## src/hdl/ldv_pkg.sv

```systemverilog
// shared types and constants for the ldt descriptor validator
package ldv_pkg;

  localparam int unsigned TABLE_ENTRIES = 8192;
  localparam int unsigned IDX_W         = 13;

  localparam logic [31:0] USER_CEILING   = 32'h7ffe_ffff;
  localparam logic [31:0] SEL_HIGH_MASK  = 32'hffff_0000;
  localparam logic [31:0] GRAN_BIT       = 32'h0080_0000;
  localparam logic [31:0] PRESENT_BIT    = 32'h0000_8000;
  localparam logic [31:0] KIND_MASK      = 32'h0000_7f00;
  localparam logic [31:0] APP_BIT        = 32'h0000_1000;
  localparam logic [31:0] CONF_CODE_MASK = 32'h0000_1c00;
  localparam logic [31:0] DPL_MASK       = 32'h0000_6000;
  localparam logic [31:0] PAGE_FILL      = 32'h0000_0fff;

  localparam logic STATUS_OK      = 1'b0;
  localparam logic STATUS_INVALID = 1'b1;

  typedef struct packed {
    logic [31:0] selector;
    logic [31:0] entry_low;
    logic [31:0] entry_high;
  } req_t;

  typedef struct packed {
    logic             status;
    logic             write_entry;
    logic [IDX_W-1:0] entry_index;
    logic [31:0]      seg_base;
    logic [31:0]      seg_limit;
  } rsp_t;

endpackage

```

## src/hdl/ldv_if.sv

```systemverilog
// valid/ready channel interfaces for requests, results and configuration
interface ldv_req_if;
  logic        valid;
  logic        ready;
  logic [31:0] selector;
  logic [31:0] entry_low;
  logic [31:0] entry_high;

  modport source (output valid, output selector, output entry_low, output entry_high,
                  input ready);
  modport sink   (input valid, input selector, input entry_low, input entry_high,
                  output ready);
endinterface

interface ldv_rsp_if;
  logic        valid;
  logic        ready;
  logic        status;
  logic        write_entry;
  logic [12:0] entry_index;
  logic [31:0] seg_base;
  logic [31:0] seg_limit;

  modport source (output valid, output status, output write_entry, output entry_index,
                  output seg_base, output seg_limit, input ready);
  modport sink   (input valid, input status, input write_entry, input entry_index,
                  input seg_base, input seg_limit, output ready);
endinterface

interface ldv_cfg_if;
  logic valid;
  logic ready;
  logic data;

  modport source (output valid, output data, input ready);
  modport sink   (input valid, input data, output ready);
endinterface

```

## src/hdl/ldv_check.sv

```systemverilog
// descriptor decode and validity checks for one request
module ldv_check (
  input  ldv_pkg::req_t req,
  input  logic          table_ready,
  output ldv_pkg::rsp_t rsp
);
  import ldv_pkg::*;

  logic [IDX_W-1:0] idx;
  logic [31:0]      base;
  logic [31:0]      raw_limit;
  logic [31:0]      limit;
  logic [32:0]      seg_end;
  logic             range_bad;
  logic             kind_bad;
  logic             desc_ok;
  logic [31:0]      hi;

  assign hi        = req.entry_high;
  assign idx       = req.selector[IDX_W+2:3];
  assign base      = {hi[31:24], hi[7:0], req.entry_low[31:16]};
  assign raw_limit = {12'h000, hi[19:16], req.entry_low[15:0]};
  assign limit     = ((hi & GRAN_BIT) != '0) ? ((raw_limit << 12) | PAGE_FILL) : raw_limit;
  assign seg_end   = {1'b0, base} + {1'b0, limit};

  // wrap shows as a carry out of the 32-bit sum
  assign range_bad = (base > USER_CEILING) || seg_end[32] || (seg_end[31:0] > USER_CEILING);

  assign kind_bad  = ((hi & APP_BIT) == '0) ||
                     ((hi & CONF_CODE_MASK) == CONF_CODE_MASK) ||
                     ((hi & DPL_MASK) != DPL_MASK);

  assign desc_ok   = !(((hi & PRESENT_BIT) != '0) && range_bad) &&
                     !(((hi & KIND_MASK) != '0) && kind_bad);

  always_comb begin
    rsp.entry_index = idx;
    rsp.seg_base    = base;
    rsp.seg_limit   = limit;
    rsp.status      = STATUS_OK;
    rsp.write_entry = 1'b0;
    priority if ((req.selector & SEL_HIGH_MASK) != '0) begin
      rsp.status = STATUS_INVALID;
    end else if (idx == '0) begin
      rsp.status = STATUS_OK;
    end else if (({1'b0, idx} >= (IDX_W+1)'(TABLE_ENTRIES)) || !table_ready) begin
      rsp.status = STATUS_INVALID;
    end else if (!desc_ok) begin
      rsp.status = STATUS_INVALID;
    end else begin
      rsp.write_entry = 1'b1;
    end
  end

endmodule

```

## src/hdl/ldt_descriptor_validate.sv

```systemverilog
// top level: ldt descriptor validator with input and result registers
// an accepted item is held in the input register, then moves into the result register,
//   which offers it, once that register is empty or its result is being taken
// throughput: one item per cycle; the input register and result register form a
//   two-stage pipeline that advances whenever the result register is empty or taken
// reset: synchronous active-low rst_n empties both stages and clears table_ready
module ldt_descriptor_validate (
  input  logic     clk,
  input  logic     rst_n,
  ldv_req_if.sink  in_ch,
  ldv_rsp_if.source out_ch,
  ldv_cfg_if.sink  cfg_ch
);
  import ldv_pkg::*;

  // configuration register
  logic tbl_ready_r;

  // stage 1: registered request
  logic s1_valid_r;
  req_t s1_req_r;

  // stage 2: registered result
  logic out_valid_r;
  rsp_t out_rsp_r;
  rsp_t rsp_nxt;

  logic adv;        // stage 1 moves into the result register
  logic in_take;    // item accepted on the input channel

  // result register frees up when empty or being taken this cycle
  assign adv     = s1_valid_r && (!out_valid_r || out_ch.ready);
  assign in_ch.ready = !s1_valid_r || adv;
  assign in_take = in_ch.valid && in_ch.ready;

  // configuration is always accepted
  assign cfg_ch.ready = 1'b1;

  always_ff @(posedge clk) begin
    if (!rst_n) begin
      tbl_ready_r <= 1'b0;
    end else if (cfg_ch.valid) begin
      tbl_ready_r <= cfg_ch.data;
    end
  end

  // input register
  always_ff @(posedge clk) begin
    if (!rst_n) begin
      s1_valid_r <= 1'b0;
    end else if (in_ch.ready) begin
      s1_valid_r <= in_ch.valid;
    end
  end

  always_ff @(posedge clk) begin
    if (in_take) begin
      s1_req_r <= '{selector: in_ch.selector, entry_low: in_ch.entry_low,
                    entry_high: in_ch.entry_high};
    end
  end

  // decode and checks between the two registers
  ldv_check u_check (
    .req         (s1_req_r),
    .table_ready (tbl_ready_r),
    .rsp         (rsp_nxt)
  );

  // result register
  always_ff @(posedge clk) begin
    if (!rst_n) begin
      out_valid_r <= 1'b0;
    end else if (adv) begin
      out_valid_r <= 1'b1;
    end else if (out_ch.ready) begin
      out_valid_r <= 1'b0;
    end
  end

  always_ff @(posedge clk) begin
    if (adv) begin
      out_rsp_r <= rsp_nxt;
    end
  end

  assign out_ch.valid       = out_valid_r;
  assign out_ch.status      = out_rsp_r.status;
  assign out_ch.write_entry = out_rsp_r.write_entry;
  assign out_ch.entry_index = out_rsp_r.entry_index;
  assign out_ch.seg_base    = out_rsp_r.seg_base;
  assign out_ch.seg_limit   = out_rsp_r.seg_limit;

  // a write request always carries success status
  a_write_ok: assert property (@(posedge clk) disable iff (!rst_n)
    out_valid_r |-> !(out_rsp_r.write_entry && (out_rsp_r.status == STATUS_INVALID)))
    else $error("write_entry set with invalid status");

  // no table means nothing gets written
  a_no_table_no_write: assert property (@(posedge clk) disable iff (!rst_n)
    (adv && !tbl_ready_r) |=> !out_rsp_r.write_entry)
    else $error("write_entry set without a table");

  // full pipeline with a stalled result must not take a new item
  a_full_stall: assert property (@(posedge clk) disable iff (!rst_n)
    (s1_valid_r && out_valid_r && !out_ch.ready) |-> !in_ch.ready)
    else $error("item accepted into a full pipeline");

  // reset empties the result register
  a_reset_empty: assert property (@(posedge clk)
    !rst_n |=> !out_valid_r)
    else $error("result valid right after reset");

endmodule

```

## src/flat_wrapper.sv

```systemverilog
// flat-port wrapper written by rule: the top's interface ports become plain ports
module ldt_descriptor_validate_flat import ldv_pkg::*;
  (clk, rst_n, in_ch_valid, in_ch_selector, in_ch_entry_low, in_ch_entry_high, in_ch_ready, out_ch_valid, out_ch_status, out_ch_write_entry, out_ch_entry_index, out_ch_seg_base, out_ch_seg_limit, out_ch_ready, cfg_ch_valid, cfg_ch_data, cfg_ch_ready);
  ldv_req_if in_ch_i ();
  ldv_rsp_if out_ch_i ();
  ldv_cfg_if cfg_ch_i ();
  input  logic clk;
  input  logic rst_n;
  input wire logic [$bits(in_ch_i.valid)-1:0] in_ch_valid;
  input wire logic [$bits(in_ch_i.selector)-1:0] in_ch_selector;
  input wire logic [$bits(in_ch_i.entry_low)-1:0] in_ch_entry_low;
  input wire logic [$bits(in_ch_i.entry_high)-1:0] in_ch_entry_high;
  output wire logic [$bits(in_ch_i.ready)-1:0] in_ch_ready;
  output wire logic [$bits(out_ch_i.valid)-1:0] out_ch_valid;
  output wire logic [$bits(out_ch_i.status)-1:0] out_ch_status;
  output wire logic [$bits(out_ch_i.write_entry)-1:0] out_ch_write_entry;
  output wire logic [$bits(out_ch_i.entry_index)-1:0] out_ch_entry_index;
  output wire logic [$bits(out_ch_i.seg_base)-1:0] out_ch_seg_base;
  output wire logic [$bits(out_ch_i.seg_limit)-1:0] out_ch_seg_limit;
  input wire logic [$bits(out_ch_i.ready)-1:0] out_ch_ready;
  input wire logic [$bits(cfg_ch_i.valid)-1:0] cfg_ch_valid;
  input wire logic [$bits(cfg_ch_i.data)-1:0] cfg_ch_data;
  output wire logic [$bits(cfg_ch_i.ready)-1:0] cfg_ch_ready;
  assign in_ch_i.valid = in_ch_valid;
  assign in_ch_i.selector = in_ch_selector;
  assign in_ch_i.entry_low = in_ch_entry_low;
  assign in_ch_i.entry_high = in_ch_entry_high;
  assign in_ch_ready = in_ch_i.ready;
  assign out_ch_valid = out_ch_i.valid;
  assign out_ch_status = out_ch_i.status;
  assign out_ch_write_entry = out_ch_i.write_entry;
  assign out_ch_entry_index = out_ch_i.entry_index;
  assign out_ch_seg_base = out_ch_i.seg_base;
  assign out_ch_seg_limit = out_ch_i.seg_limit;
  assign out_ch_i.ready = out_ch_ready;
  assign cfg_ch_i.valid = cfg_ch_valid;
  assign cfg_ch_i.data = cfg_ch_data;
  assign cfg_ch_ready = cfg_ch_i.ready;
  ldt_descriptor_validate u_core (.clk(clk), .rst_n(rst_n), .in_ch(in_ch_i), .out_ch(out_ch_i), .cfg_ch(cfg_ch_i));
endmodule
```

## config.mk

```make
export PLATFORM = sky130hd
export DESIGN_NAME = ldt_descriptor_validate_flat
export DESIGN_NICKNAME = d
export VERILOG_FILES = /design/src/hdl/ldv_pkg.sv /design/src/hdl/ldv_if.sv /design/src/hdl/ldv_check.sv /design/src/hdl/ldt_descriptor_validate.sv /design/src/flat_wrapper.sv
export SDC_FILE = /design/constraint.sdc
export NUM_CORES = 1
export LEC_CHECK = 0
export BUFFER_PORTS_ARGS = -buffer_cell sky130_fd_sc_hd__buf_2
export CAP_MARGIN = 10
export CORE_UTILIZATION = 31
export CTS_CLUSTER_SIZE = 24
export DETAILED_ROUTE_END_ITERATION = 7
export PLACE_DENSITY = 0.54
export SYNTH_ARGS = -nofsm -noshare
export SYNTH_HDL_FRONTEND = slang
export SYNTH_SLANG_ARGS = --single-unit
```

## constraint.sdc

```tcl
create_clock -name clk -period 7 [get_ports clk]
set_input_delay 1.05 -clock clk [delete_from_list [all_inputs] [get_ports clk]]
set_output_delay 1.05 -clock clk [all_outputs]
set_load 0.01 [all_outputs]
```

==> impl_metrics.json <==
{
  "status": "finished clean",
  "postSynthCellCount": 515,
  "fmax_mhz": 220,
  "reg2reg_to": "u_core.out_ch.write_entry",
  "drv_cap": 0,
  "yosysSeqAreaShare": 0.685,
  "via_per_inst": 4.90,
  "synth_nets": 654,
  "num_io_pins": 184,
  "worstHoldStart": "u_core.s1_req_r[67]",
  "cts-root-buf": "clkbuf_16",
  "crit_required_ns": 7.15,
  "dieHeight_um": 157,
  "fin_skew_ns": 0.0181,
  "grt_max_degree": 80,
  "async_flop_share": 0,
  "synth_most_common_cell": "edfxtp_1",
  "period_share": 0.648,
  "syn-cell-area_sq_um": 7490,
  "area_growth_pct": 24.4,
  "start_util": 0.317,
  "grt_pass1_wl_mm": 28.8,
  "insertion_delay_ns": 0.43,
  "ys_ff_latch": 172,
  "crit_type": "reg2reg",
  "yosysTopAreaCellShare": 0.677,
  "place_congestion": 0.824,
  "drc": 0,
  "drt_iter0_markers": 327,
  "first_pass_iters": 4,
  "power_density_nw_per_um2": 264,
  "ctsHoldBuffers": 0,
  "synthFlopType": "edfxtp_1",
  "setup_viol": 0,
  "min_path_cells": 0,
  "grt_pass1_vias": 5023,
  "worst-path-buf-inv": 0,
  "yosysTopAreaCell": "edfxtp_1",
  "cts_max_level": 4,
  "drive_gt1_frac": 0.343,
  "cts.repair.resized": 0,
  "grt_overflow": 0,
  "synth_edf_count": 169,
  "slew_violations": 0,
  "cts_buffer_depth": 2,
  "track_usage": 0.159,
  "synth.avg_cell_area_sq_um": 14.6,
  "r2r_slack_ns": 2.46,
  "port_buffers": 176,
  "min_path_type": "reg2reg",
  "cp_cell_sequence": "mux2_2 > ha_1 > nand4_1 > nor3_2 > nor3_1 > a2111oi_2 > o311ai_1 > a2111oi_1 > nand4_1 > nor4_2 > nor4_1",
  "synth_commonest_cells": "edfxtp_1 (169), ha_1 (36), nand2_1 (32), a21oi_1 (29), nor2_1 (25)",
  "yosysWarnings": 0,
  "leakagePower_nw": 3.54,
  "nNetsFinal": 837,
  "period_minus_slack_ns": 4.54,
  "cp-end-kind": "register",
  "min_to": "u_core.out_ch.entry_index[0]",
  "ys_top_cells_by_area": "edfxtp_1 (68%), ha_1 (6.0%), a21oi_1 (1.9%)",
  "die_w_um": 157,
  "rsz0062_at_grt": "no",
  "r2r_start": "u_core.s1_req_r[23]",
  "worstPathArrival_ns": 4.69,
  "finalWirelength_mm": 18.9,
  "finalHoldViolCount": 0,
  "irDropWorstVdd_mv": 0.182,
  "num_rows": 56,
  "n_fill_cell": 2275,
  "slowest_delay_ns": 1.06,
  "die_area_sq_um": 24800,
  "crit_fanout": 32,
  "whs_ns": 0.443,
  "wire_per_inst_um": 18.4,
  "path_clk_slew_ns": 0.08,
  "rr_worst_depth": 11,
  "critical_path.top_delay_family": "simple AND/OR/NAND/NOR gates",
  "numCtsBuffers": 17,
  "slowest_stage": "edfxtp_1",
  "critPathMostFrequentCell": "nand4_1",
  "cts_tree": "done",
  "worstMarginPinSlew_ns": 1.12,
  "fp.coreArea_sq_um": 23600,
  "crit_path_start_kind": "register",
  "ant_nets": 0,
  "postCtsSetupRepairBufs": 0,
  "relSlewSlack": 0.256,
  "antenna_found_initial": 1,
  "dp_hpwl_mm": 14.1,
  "cts_sinks": 172,
  "vias": 5047,
  "setup_tns_ns": 0,
  "antenna_cells": 0,
  "synth.distinct_cells": 63
}
cells by family (layout without fill, tap and decap cells):
kind of cell,after synthesis,after routing,synth area share
AND/OR/NAND/NOR,146,146,0.103
multiplexers,15,15,0.0217
adder cells (fa/ha/maj),37,37,0.0628
other,1,1,0.000500
flip-flops,172,172,0.685
XOR/XNOR,2,2,0.00234
buffers and inverters,22,218,0.0137
AO/OA/AOI/OAI,120,120,0.111
power by group:
group | switching [mW] | total, mW | leakage [nW] | internal (mW)
Sequential | 0.0267 | 1.22 | 1.63 | 1.19
Clock | 0.458 | 0.940 | 0.286 | 0.482
Combinational | 0.183 | 0.297 | 1.62 | 0.115
placed cells by master, fill, tap and decap left out, types with 5 or more instances in the layout:
cell       synthesis  routed
buf_2              1     176
edfxtp_1         169     169
ha_1              36      36
nand2_1           32      32
a21oi_1           29      29
nor2_1            25      25
o21ai_0           18      18
clkbuf_16          0      17
and2_1            15      14
a211oi_1          13      13
or2_2             13      13
nand4_1           12      12
nand3_1           11      11
a21o_1            10      10
nor4_1            10      10
mux2_2            10      10
inv_1              8       8
nor3_1             7       7
a31oi_1            6       6
o2111ai_1          6       6
o211ai_1           5       5
mux2i_1            5       5
stage by stage:
step           area (sq um)  setup slack (ns)  total power [mW]  utilization  std cells
3_5_place_dp           8730              2.52              1.54        0.370        998
6_report               9320              2.46              2.46        0.395       1030
4_1_cts                9320              2.49              2.49        0.395       1030
3_3_place_gp           8730              2.37              1.54        0.370        998
2_1_floorplan          7490              1.84              1.43            -        515
5_1_grt                9320              2.08              2.57        0.395       1030
flip-flops by register name, indices dropped and copies added, names as in the netlist:
name                       cells
u_core.out_ch.seg_limit       32
u_core.s1_valid_r              1
u_core.tbl_ready_r             1
u_core.s1_req_r               90
u_core.out_ch.entry_index     13
u_core.out_ch.write_entry      1
u_core.out_ch.status           1
u_core.out_ch.seg_base        32
u_core.out_ch.valid            1
cell type report:
| class | count | area (sq um) | area share |
|---|---|---|---|
| clock buffer | 17 | 425 | 0.0456 |
| clock inverter | 15 | 173 | 0.0185 |
| inverter | 8 | 30.0 | 0.00322 |
| multi-input combinational | 321 | 2270 | 0.243 |
| sequential | 172 | 5130 | 0.551 |
| tap | 319 | 399 | 0.0428 |
| timing repair buffer | 178 | 896 | 0.0961 |
how the worst max path moves through the flow:
| stage | startpoint | endpoint | slack (ns) | depth (start not counted) |
|---|---|---|---|---|
| floorplan | out_ch_ready | u_core.out_ch.entry_index[0] | 1.84 | 2 |
| global placement | u_core.s1_req_r[23] | u_core.out_ch.write_entry | 2.37 | 11 |
| detailed placement | u_core.s1_req_r[23] | u_core.out_ch.write_entry | 2.52 | 11 |
| CTS | u_core.s1_req_r[23] | u_core.out_ch.write_entry | 2.49 | 11 |
| global route | u_core.s1_req_r[23] | u_core.out_ch.write_entry | 2.08 | 11 |
| finish | u_core.s1_req_r[23] | u_core.out_ch.write_entry | 2.46 | 11 |
layer usage:
| layer | GRT usage | vias to the layer above | share of wire |
|---|---|---|---|
| met2 | 0.260 | 188 | 0.47 |
| li1 | - | 2413 | - |
| met3 | 0.0520 | 19 | 0.069 |
| met5 | 0 | - | 0.00053 |
| met1 | 0.198 | 2425 | 0.44 |
| met4 | 0.0472 | 2 | 0.018 |
Note: power is estimated with default switching activity, not from simulation.
